[config.mk]
export PLATFORM = sky130hd
export DESIGN_NAME = dksit_ctrl
export DESIGN_NICKNAME = d
export VERILOG_FILES = /design/src/sv/dksit_pkg.sv /design/src/sv/dksit_ctrl.sv
export SDC_FILE = /design/constraint.sdc
export NUM_CORES = 1
export LEC_CHECK = 0
export ABC_AREA = 1
export BUFFER_PORTS_ARGS = -buffer_cell sky130_fd_sc_hd__buf_2
export CAP_MARGIN = 20
export CORE_AREA = 5 5 42 44
export DETAILED_ROUTE_END_ITERATION = 8
export DIE_AREA = 0 0 47 49
export GPL_ROUTABILITY_DRIVEN = 0
export SYNTH_ARGS = -nofsm -noshare
export SYNTH_HDL_FRONTEND = slang
export SYNTH_SLANG_ARGS = --single-unit
export TNS_END_PERCENT = 5
[constraint.sdc]
create_clock -name clk_i -period 1.21 [get_ports clk_i]
set_input_delay 0 -clock clk_i [delete_from_list [all_inputs] [get_ports clk_i]]
set_output_delay 0 -clock clk_i [all_outputs]
set_load 0.01 [all_outputs]
[src/sv/dksit_pkg.sv]
`default_nettype none
// ----------------------------------------------------------------------------
// Dual-key sorted table package
// Shared sizes, request and status codes, the record type and the command and
// status bundles that join the controller to the datapath.
// ----------------------------------------------------------------------------
package dksit_pkg;

  // Table size and the widths derived from it.
  localparam int unsigned DEPTH = 32;
  localparam int unsigned IDX_W = $clog2(DEPTH);
  localparam int unsigned CNT_W = $clog2(DEPTH + 1);

  // Field widths.
  localparam int unsigned CODE_W  = 16;
  localparam int unsigned PRICE_W = 24;
  localparam int unsigned SHARE_W = 20;
  localparam int unsigned GAIN_W  = 45;
  localparam int unsigned ORDER_W = 2;

  // Request codes.
  localparam logic FUNC_INSERT = 1'b0;
  localparam logic FUNC_LIST   = 1'b1;

  // Bits of the list order: key select (set means gain) and direction.
  localparam int unsigned ORDER_KEY_BIT  = 0;
  localparam int unsigned ORDER_DESC_BIT = 1;

  // Result status codes.
  typedef enum logic [1:0] {
    STATUS_RECORD = 2'd0,
    STATUS_ACCEPT = 2'd1,
    STATUS_FULL   = 2'd2,
    STATUS_EMPTY  = 2'd3
  } status_e;

  // One stored record.
  typedef struct packed {
    logic [CODE_W-1:0]        code;
    logic signed [GAIN_W-1:0] gain;
  } rec_t;

  // Commands from the controller to the datapath.
  typedef struct packed {
    logic    capture;
    logic    compare;
    logic    write;
    logic    load_reply;
    status_e reply_status;
    logic    load_rec;
  } cmd_t;

  // Status from the datapath to the controller.
  typedef struct packed {
    logic full;
    logic empty;
    logic list_last;
  } sts_t;

endpackage
`default_nettype wire

[src/sv/dksit_ctrl.sv]
`default_nettype none
// ----------------------------------------------------------------------------
// Dual-key sorted table controller
// Sequences inserts and list walks and drives the input and output
// handshakes.
// ----------------------------------------------------------------------------
module dksit_ctrl (
  input  wire                  clk_i,
  input  wire                  rst_ni,
  input  wire                  in_valid_i,
  output logic                 in_stall_o,
  input  wire                  func_i,
  output logic                 out_valid_o,
  input  wire                  out_stall_i,
  output dksit_pkg::cmd_t      cmd_o,
  input  wire dksit_pkg::sts_t sts_i
);
  import dksit_pkg::*;

  typedef enum logic [2:0] {
    S_IDLE,
    S_COMPARE,
    S_WRITE,
    S_REPLY,
    S_LIST
  } state_e;

  state_e  state_q, state_d;
  status_e reply_q, reply_d;
  logic    out_valid_q, out_valid_d;
  logic    in_accept;
  logic    out_free;

  assign in_stall_o  = (state_q != S_IDLE);
  assign in_accept   = in_valid_i && !in_stall_o;
  assign out_free    = !out_valid_q || !out_stall_i;
  assign out_valid_o = out_valid_q;

  // Commands to the datapath.
  always_comb begin
    cmd_o              = '0;
    cmd_o.reply_status = reply_q;
    cmd_o.capture      = in_accept;
    cmd_o.compare      = (state_q == S_COMPARE);
    cmd_o.write        = (state_q == S_WRITE);
    cmd_o.load_reply   = (state_q == S_REPLY) && out_free;
    cmd_o.load_rec     = (state_q == S_LIST) && out_free;
  end

  // Next state.
  always_comb begin
    state_d     = state_q;
    reply_d     = reply_q;
    out_valid_d = out_valid_q && out_stall_i;
    case (state_q)
      S_IDLE: begin
        if (in_accept) begin
          if (func_i == FUNC_INSERT) begin
            if (sts_i.full) begin
              reply_d = STATUS_FULL;
              state_d = S_REPLY;
            end else begin
              reply_d = STATUS_ACCEPT;
              state_d = S_COMPARE;
            end
          end else if (sts_i.empty) begin
            reply_d = STATUS_EMPTY;
            state_d = S_REPLY;
          end else begin
            state_d = S_LIST;
          end
        end
      end
      S_COMPARE: state_d = S_WRITE;
      S_WRITE:   state_d = S_REPLY;
      S_REPLY: begin
        if (out_free) begin
          out_valid_d = 1'b1;
          state_d     = S_IDLE;
        end
      end
      S_LIST: begin
        if (out_free) begin
          out_valid_d = 1'b1;
          if (sts_i.list_last) state_d = S_IDLE;
        end
      end
      default: state_d = S_IDLE;
    endcase
  end

  // State and registered outputs.
  always_ff @(posedge clk_i or negedge rst_ni) begin
    if (!rst_ni) begin
      state_q     <= S_IDLE;
      reply_q     <= STATUS_ACCEPT;
      out_valid_q <= 1'b0;
    end else begin
      state_q     <= state_d;
      reply_q     <= reply_d;
      out_valid_q <= out_valid_d;
    end
  end

  // A result is loaded only into a free output register.
  a_load_free: assert property (@(posedge clk_i) disable iff (!rst_ni)
    (cmd_o.load_reply || cmd_o.load_rec) |-> (!out_valid_q || !out_stall_i))
    else $error("output overwritten while held");

  // A loaded result shows as valid on the next cycle.
  a_load_valid: assert property (@(posedge clk_i) disable iff (!rst_ni)
    (cmd_o.load_reply || cmd_o.load_rec) |=> out_valid_q)
    else $error("loaded result not presented");

  // An insert always runs through compare then write.
  a_insert_seq: assert property (@(posedge clk_i) disable iff (!rst_ni)
    (state_q == S_COMPARE) |=> (state_q == S_WRITE))
    else $error("insert sequence broken");

endmodule
`default_nettype wire

==> qor.csv, run 1 <==
stage;metric;value;unit
outcome;status;completed;
logic_synthesis;synthesized net count;72;
critical_path;Worst setup EP type;output pin;
critical_path;Crit Path Max Fanout;5;
critical_path;Worst path max stage delay;0.44;ns
timing;min cycle time layout;1.18;ns
power;worst vdd ir;0.824;mV
power;Pwr Total;1440;uW
route;vias;435;
global_routing;largest net degree at the start of global routing;8;
logic_synthesis;Synth area leader;dfrtp_1;
layout;Diodes inserted;0;
layout;post-layout util;42.0;%
floorplanning;DIE AREA;2300;um^2
place;placed cell area;509;um^2
floorplanning;Core Area;1400;um^2
clock_network;Clock Sinks;6;
route;Post-Route WL;996;um
timing;Fmax achieved;851;MHz
logic_synthesis;synth unique cells;15;
route;Iteration-0 DRC Markers;2;
clock_network;TritonCTS clock tree;yes;
clock_network;total CTS buffers;3;
route;Routed Antenna Nets;0;
logic_synthesis;post-synthesis sequential area ratio;36.3;%
min_path;Hold Crit Class;input pin to flop;
clock_network;CTS clk-pin slew, worst paths;0.05;ns
timing;Final Hold Viols;0;
route;Detailed Routing Iterations Pass 1;2;
layout;design area;588;um^2
job;MaxCap Viol Count;0;
logic_synthesis;register bit total from synthesis;6;
global_routing;first-pass GRT wire length;1640;um
clock_network;Max Buffers Root-to-Sink;2;
layout;ratio of cells with drive above 1 in the final layout;43.7;%
power;pwr dens;2440;nW/um^2
layout;final net count;96;
clock_network;clock root cell;clkbuf_4;
global_routing;total grt overflow;0;
floorplanning;Die Height;49;um
place;dpl hpwl;794;um
layout;fill count;163;
timing;RSZ-0062 raised after global routing;true;
power;cell leakage power;0.000352;uW
logic_synthesis;Avg Inst Size Synth;6.51;um^2
layout;most common cell after layout, fill and taps aside;nand2_1;
floorplanning;Die X-Extent;47;um
global_routing;GRT Util Overall;9.84;%
route;Post-route DRC;0;
global_routing;vias in the first global route;389;
clock_network;clk_lat worst skew;0.24;ns
floorplanning;initial core utilization;29.7;%
critical_path;critical path cell sequence;nor2_4, nand2_1, nor2_1, buf_2;
logic_synthesis;Yosys top cell area share;30.0;%
timing;Final setup viols;0;
critical_path;critical path startpoint category;flop;
critical_path;Worst Path Required;1.21;ns
critical_path;CP Class;flop to output pin;
floorplanning;FP Rows;14;
logic_synthesis;synthesized area;417;um^2
route;vias per cell;4.22;
timing;Pins Over Slew Limit;0;
timing;crit share post-route;97.2;%
critical_path;Worst Path Arrival;1.18;ns
timing;clock skew;0.0119;ns
logic_synthesis;Syn Inst Count;64;
clock_network;H-tree levels;1;
place;Port Buf Inserts;16;
timing;setup TNS;0;ns
route;DR WL/cell;9.67;um
logic_synthesis;synthesis warning total;0;
floorplanning;IO Pins;17;
layout;commonest cells after routing, fill and taps aside;24 x nand2_1, 15 x buf_2, 6 x inv_1, 6 x nand3_1, 5 x nor2_1;
layout;Area growth syn-to-layout;41.1;%
timing;slew margin rel.;87.6;%
global_routing;initial antenna violation count;0;
logic_synthesis;Area contributors post-synth;dfrtp_1 30%, nand2_1 22%, nand3_1 8.4%;
timing;worst-margin pin slew;0.184;ns
critical_path;slowest CP cell;dfrtp_2;
==> critical path: cells and delay by family, from the launching register on <==
family,cells,cell delay [ns]
simple gates,3,0.36
buf+inv,1,0.13
flops,1,0.44
==> per-layer routing <==
metal / part of all wire [%] / track usage, % / up-vias / wire, um
met2: 55 / 17.0 / 8 / 550
met1: 40 / 10.5 / 186 / 398
li1: - / - / 241 / -
met4: 0 / 2.76 / 0 / 0
met5: 0 / 0 / - / 0
met3: 4.7 / 4.06 / 0 / 47
==> kinds of logic after synthesis <==
group / count (synthesis) / share of synthesized area, %
AO/OA/AOI/OAI: 4 / 4.80
buffers and inverters: 12 / 12.3
AND/OR/NAND/NOR: 42 / 46.5
flip-flops: 6 / 36.3
==> sequential cells by signal, summed over array words and instances (netlist names) <==
signal and cells:
state_q 3, reply_q 2, out_valid_o 1
==> power by group <==
group / total, uW / internal (uW) / switching (uW)
clock: 198 / 125 / 72.7
combinational: 825 / 359 / 467
sequential: 414 / 314 / 99.7
==> final cells by class <==
cell class	count	area, um^2	share of cell area [%]
inverters	11	46.3	7.87
clock buffers	4	26.3	4.47
multi-input cells	46	221	37.7
repair buffers	20	119	20.2
well taps	16	20.0	3.40
flip-flops and latches	6	155	26.4
==> synth_stat cells <==
library cell,instances
nand2_4,1
inv_1,6
dfrtp_1,5
nor2_4,2
nand2_2,1
o21ai_1,1
dfstp_2,1
nand3_1,7
o21ai_0,3
nor2_1,6
nand2_1,24
nor2_2,1
buf_4,1
clkinv_2,2
inv_2,3
==> metrics by stage <==
step / hold slack, ns / setup slack, ns / std cells
2_1_floorplan: -0.296 / 0.159 / 64
3_3_place_gp: -0.170 / 0.101 / 95
3_5_place_dp: -0.167 / 0.0948 / 95
4_1_cts: 0.0288 / 0.00221 / 100
5_1_grt: 0.0371 / -0.0280 / 103
6_report: 0.0331 / 0.0344 / 103
==> worst paths after layout <==
check	to	cells after the start	startpoint	slack, ns
hold reg to reg	reply_q[0]	2	reply_q[0]	0.46
min in group asynchronous	reply_q[1]	2	rst_ni	0.13
setup reg to reg	state_q[1]	8	state_q[1]	0.08
setup / recovery	cmd_o[0]	4	state_q[1]	0.03
hold / removal	out_valid_o	3	out_stall_i	0.03
max in group asynchronous	reply_q[0]	2	rst_ni	0.83
==> repair_timing <==
action	in CTS	in global routing
hold buffers	1	0
pin swaps	0	1
endpoints found under the setup margin	3	4
buffers inserted	0	3
resized for setup	2	5
endpoints found under the hold margin	6	0
gates cloned	0	0
No activity file was read; power rests on OpenSTA's default activity.
==> inputs of run 2 (changes only) <==
==> constraint.sdc (replaced) <==
create_clock -name clk_i -period 1.21 [get_ports clk_i]
set_input_delay 0.121 -clock clk_i [delete_from_list [all_inputs] [get_ports clk_i]]
set_output_delay 0.121 -clock clk_i [all_outputs]
set_load 0.01 [all_outputs]
==> run 2 against run 1 <==
  * The flow now finishes with violations (setup timing)
  * Clock power increased by 3%
  * Cell count up 2.9%
  * Sequential share of layout area decreased by 0.76 points
  * Routed wire length up 2.6%
  * Power is 6.3% higher
  * Fmax fell by 11%
  * Worst setup slack got worse by 0.15 ns
  * Clock skew is 0.0044 ns higher
  * Hold slack better by 0.11 ns
  * Sequential power is 1% lower
  * Cell area up 3.0%
  * Utilization rose by 1.3 points
  * Critical path type is now flop to flop
  * Largest cell class unchanged
==> qor.csv, run 2 (same netlist as run 1, synthesis figures left out) <==
stage;metric;value;unit;change
timing;clock skew;0.0164;ns;+0.00442 ns
clock_network;Clock Sinks;6;;unchanged
global_routing;vias in the first global route;411;;+5.7%
timing;Worst Slack Setup Final;-0.112;ns;-0.146 ns
timing;min cycle time layout;1.32;ns;+0.146 ns
critical_path;delay-heaviest family, CP;simple AND/OR/NAND/NOR gates;;
timing;Final setup viols;6;;+6
place;Inst Count DP;95;;unchanged
clock_network;clock root cell;clkbuf_4;;
floorplanning;Die Height;49;um;unchanged
layout;post-layout util;43.2;%;+1.3 points
critical_path;CP startpoint;state_q[1];;
global_routing;first-pass GRT wire length;1700;um;+3.3%
timing;setup TNS;-0.454;ns;-0.454 ns
power;worst vdd ir;0.845;mV;+2.6%
layout;ratio of cells with drive above 1 in the final layout;44.4;%;+0.77 points
clock_network;H-tree levels;1;;unchanged
place;placed cell area;509;um^2;unchanged
route;DR WL/cell;9.64;um;-0.29%
power;Pwr Total;1530;uW;+6.3%
global_routing;GRT Util Overall;10.5;%;+0.69 points
route;Routed Antenna Nets;0;;unchanged
floorplanning;Core Area;1400;um^2;unchanged
critical_path;Bufs and invs on worst path;3;;+2
outcome;failing checks;setup timing;;
floorplanning;IO Pins;17;;unchanged
floorplanning;DIE AREA;2300;um^2;unchanged
route;Post-Route WL;1020;um;+2.6%
place;Port Buf Inserts;16;;unchanged
layout;final net count;99;;+3.1%
power;pwr dens;2520;nW/um^2;+3.3%
floorplanning;FP Rows;14;;unchanged
critical_path;Crit Path Max Fanout;5;;unchanged
layout;max reg flops;3;;unchanged
critical_path;slowest CP cell;dfrtp_2;;
job;MaxCap Viol Count;0;;unchanged
global_routing;initial antenna violation count;0;;unchanged
clock_network;TritonCTS clock tree;yes;;
timing;Fmax achieved;757;MHz;-11%
critical_path;Worst Path Required;1.35;ns;+0.14 ns
critical_path;Worst setup EP type;flop;;
layout;design area;606;um^2;+3.0%
layout;commonest cells after routing, fill and taps aside;23 x nand2_1, 15 x buf_2, 7 x nand3_1;;
outcome;status;finished with violations;;
floorplanning;Die X-Extent;47;um;unchanged
critical_path;Worst path max stage delay;0.43;ns;about the same
layout;Area growth syn-to-layout;45.3;%;
critical_path;critical path cell sequence;nor2_4, buf_4, buf_4, buf_4, nand3_1, nand2_1, nor2_2, nand2_1, nand2_1;;
critical_path;Reg2Reg Depth;9;;+1
clock_network;total CTS buffers;3;;unchanged
timing;RSZ-0062 raised after global routing;true;;
critical_path;CP Class;flop to flop;;
critical_path;flop-to-flop setup slack;-0.11;ns;-0.19 ns
global_routing;largest net degree at the start of global routing;8;;unchanged
critical_path;cell count along the critical path;9;;+5
layout;Diodes inserted;0;;unchanged
route;Iteration-0 DRC Markers;5;;+3
min_path;Hold Crit Class;input pin to flop;;
route;Detailed Routing Iterations Pass 1;3;;+1
critical_path;RR Endpoint;state_q[1];;
power;cell leakage power;0.000367;uW;+4.2%
critical_path;Worst Path Arrival;1.46;ns;+0.28 ns
route;Post-route DRC;0;;unchanged
place;dpl hpwl;800;um;+0.74%
floorplanning;initial core utilization;29.7;%;unchanged
clock_network;Max Buffers Root-to-Sink;2;;unchanged
layout;most common cell after layout, fill and taps aside;nand2_1;;
timing;worst-margin pin slew;0.193;ns;+0.00960 ns
timing;slew margin rel.;87.0;%;-0.65 points
layout;non-filler instance count after layout;106;;+2.9%
layout;Largest Register;state_q;;
clock_network;CTS clk-pin slew, worst paths;0.06;ns;about the same
clock_network;clk_lat worst skew;0.25;ns;about the same
timing;crit share post-route;109;%;+12 points
critical_path;critical path startpoint category;flop;;
critical_path;Worst setup endpoint;state_q[1];;
route;vias per cell;4.30;;+1.9%
critical_path;RR Startpoint;state_q[1];;
route;vias;456;;+4.8%
global_routing;total grt overflow;0;;unchanged
timing;Final Hold Viols;0;;unchanged
timing;Pins Over Slew Limit;0;;unchanged
==> run 2: cell types whose count changed in the layout (fill, tap and decap cells not counted) <==
cell,before,now
buf_4,3,6
nand2_1,24,23
nand2_2,1,2
nand3_2,1,0
nand3_1,6,7
nor2_2,2,1
nor2_1,5,6
==> run 2: tightest hold or removal path: stages <==
cell and delay [ns]:
buf_2 0.10, clkinv_2 0.07, o21ai_1 0.07
==> run 2: final cells by class <==
cell class	count	area, um^2
clock buffer	4	26.3
multi-input combinational	46	216
timing repair buffer	23	141
tap	16	20.0
fill	161	796
inverter	11	46.3
sequential	6	155
==> run 2: worst min path at each step <==
stage	start	to	slack [ns]	cells past startpoint
3_5_place_dp	rst_ni	state_q[2]	-0.05	1
2_1_floorplan	rst_ni	out_valid_o	-0.17	0
6_report	in_valid_i	reply_q[1]	0.14	3
5_1_grt	in_valid_i	reply_q[1]	0.15	3
4_1_cts	in_valid_i	reply_q[1]	0.14	3
3_3_place_gp	rst_ni	out_valid_o	-0.05	1
==> run 2: what timing repair did <==
item	4_1_cts	5_1_grt
hold buffers	1	0
hold endpoints to repair	6	0
gates resized for setup	6	0
buffers inserted	6	0
endpoints found under the setup margin	6	9
pin swaps	1	0
==> run 2: through the flow <==
| step | worst slack, ns | hold WS (ns) |
|---|---|---|
| floorplan | 0.159 | -0.175 |
| global placement | 0.117 | -0.0493 |
| detailed placement | 0.0986 | -0.0482 |
| CTS | -0.0975 | 0.140 |
| global route | -0.176 | 0.147 |
| finish | -0.112 | 0.145 |
==> run 2: power by group <==
part | internal [uW] | switching (uW)
logic | 424 | 492
registers | 314 | 93.9
clock network | 125 | 79.0
total | 864 | 665
==> run 2: routing by layer <==
| metal | wire, um | global-route usage, % | up-vias |
|---|---|---|---|
| li1 | - | - | 245 |
| met1 | 391 | 11.1 | 201 |
| met2 | 560 | 16.7 | 8 |
| met3 | 56 | 3.69 | 2 |
| met4 | 14 | 6.91 | 0 |
| met5 | 0 | 0 | - |
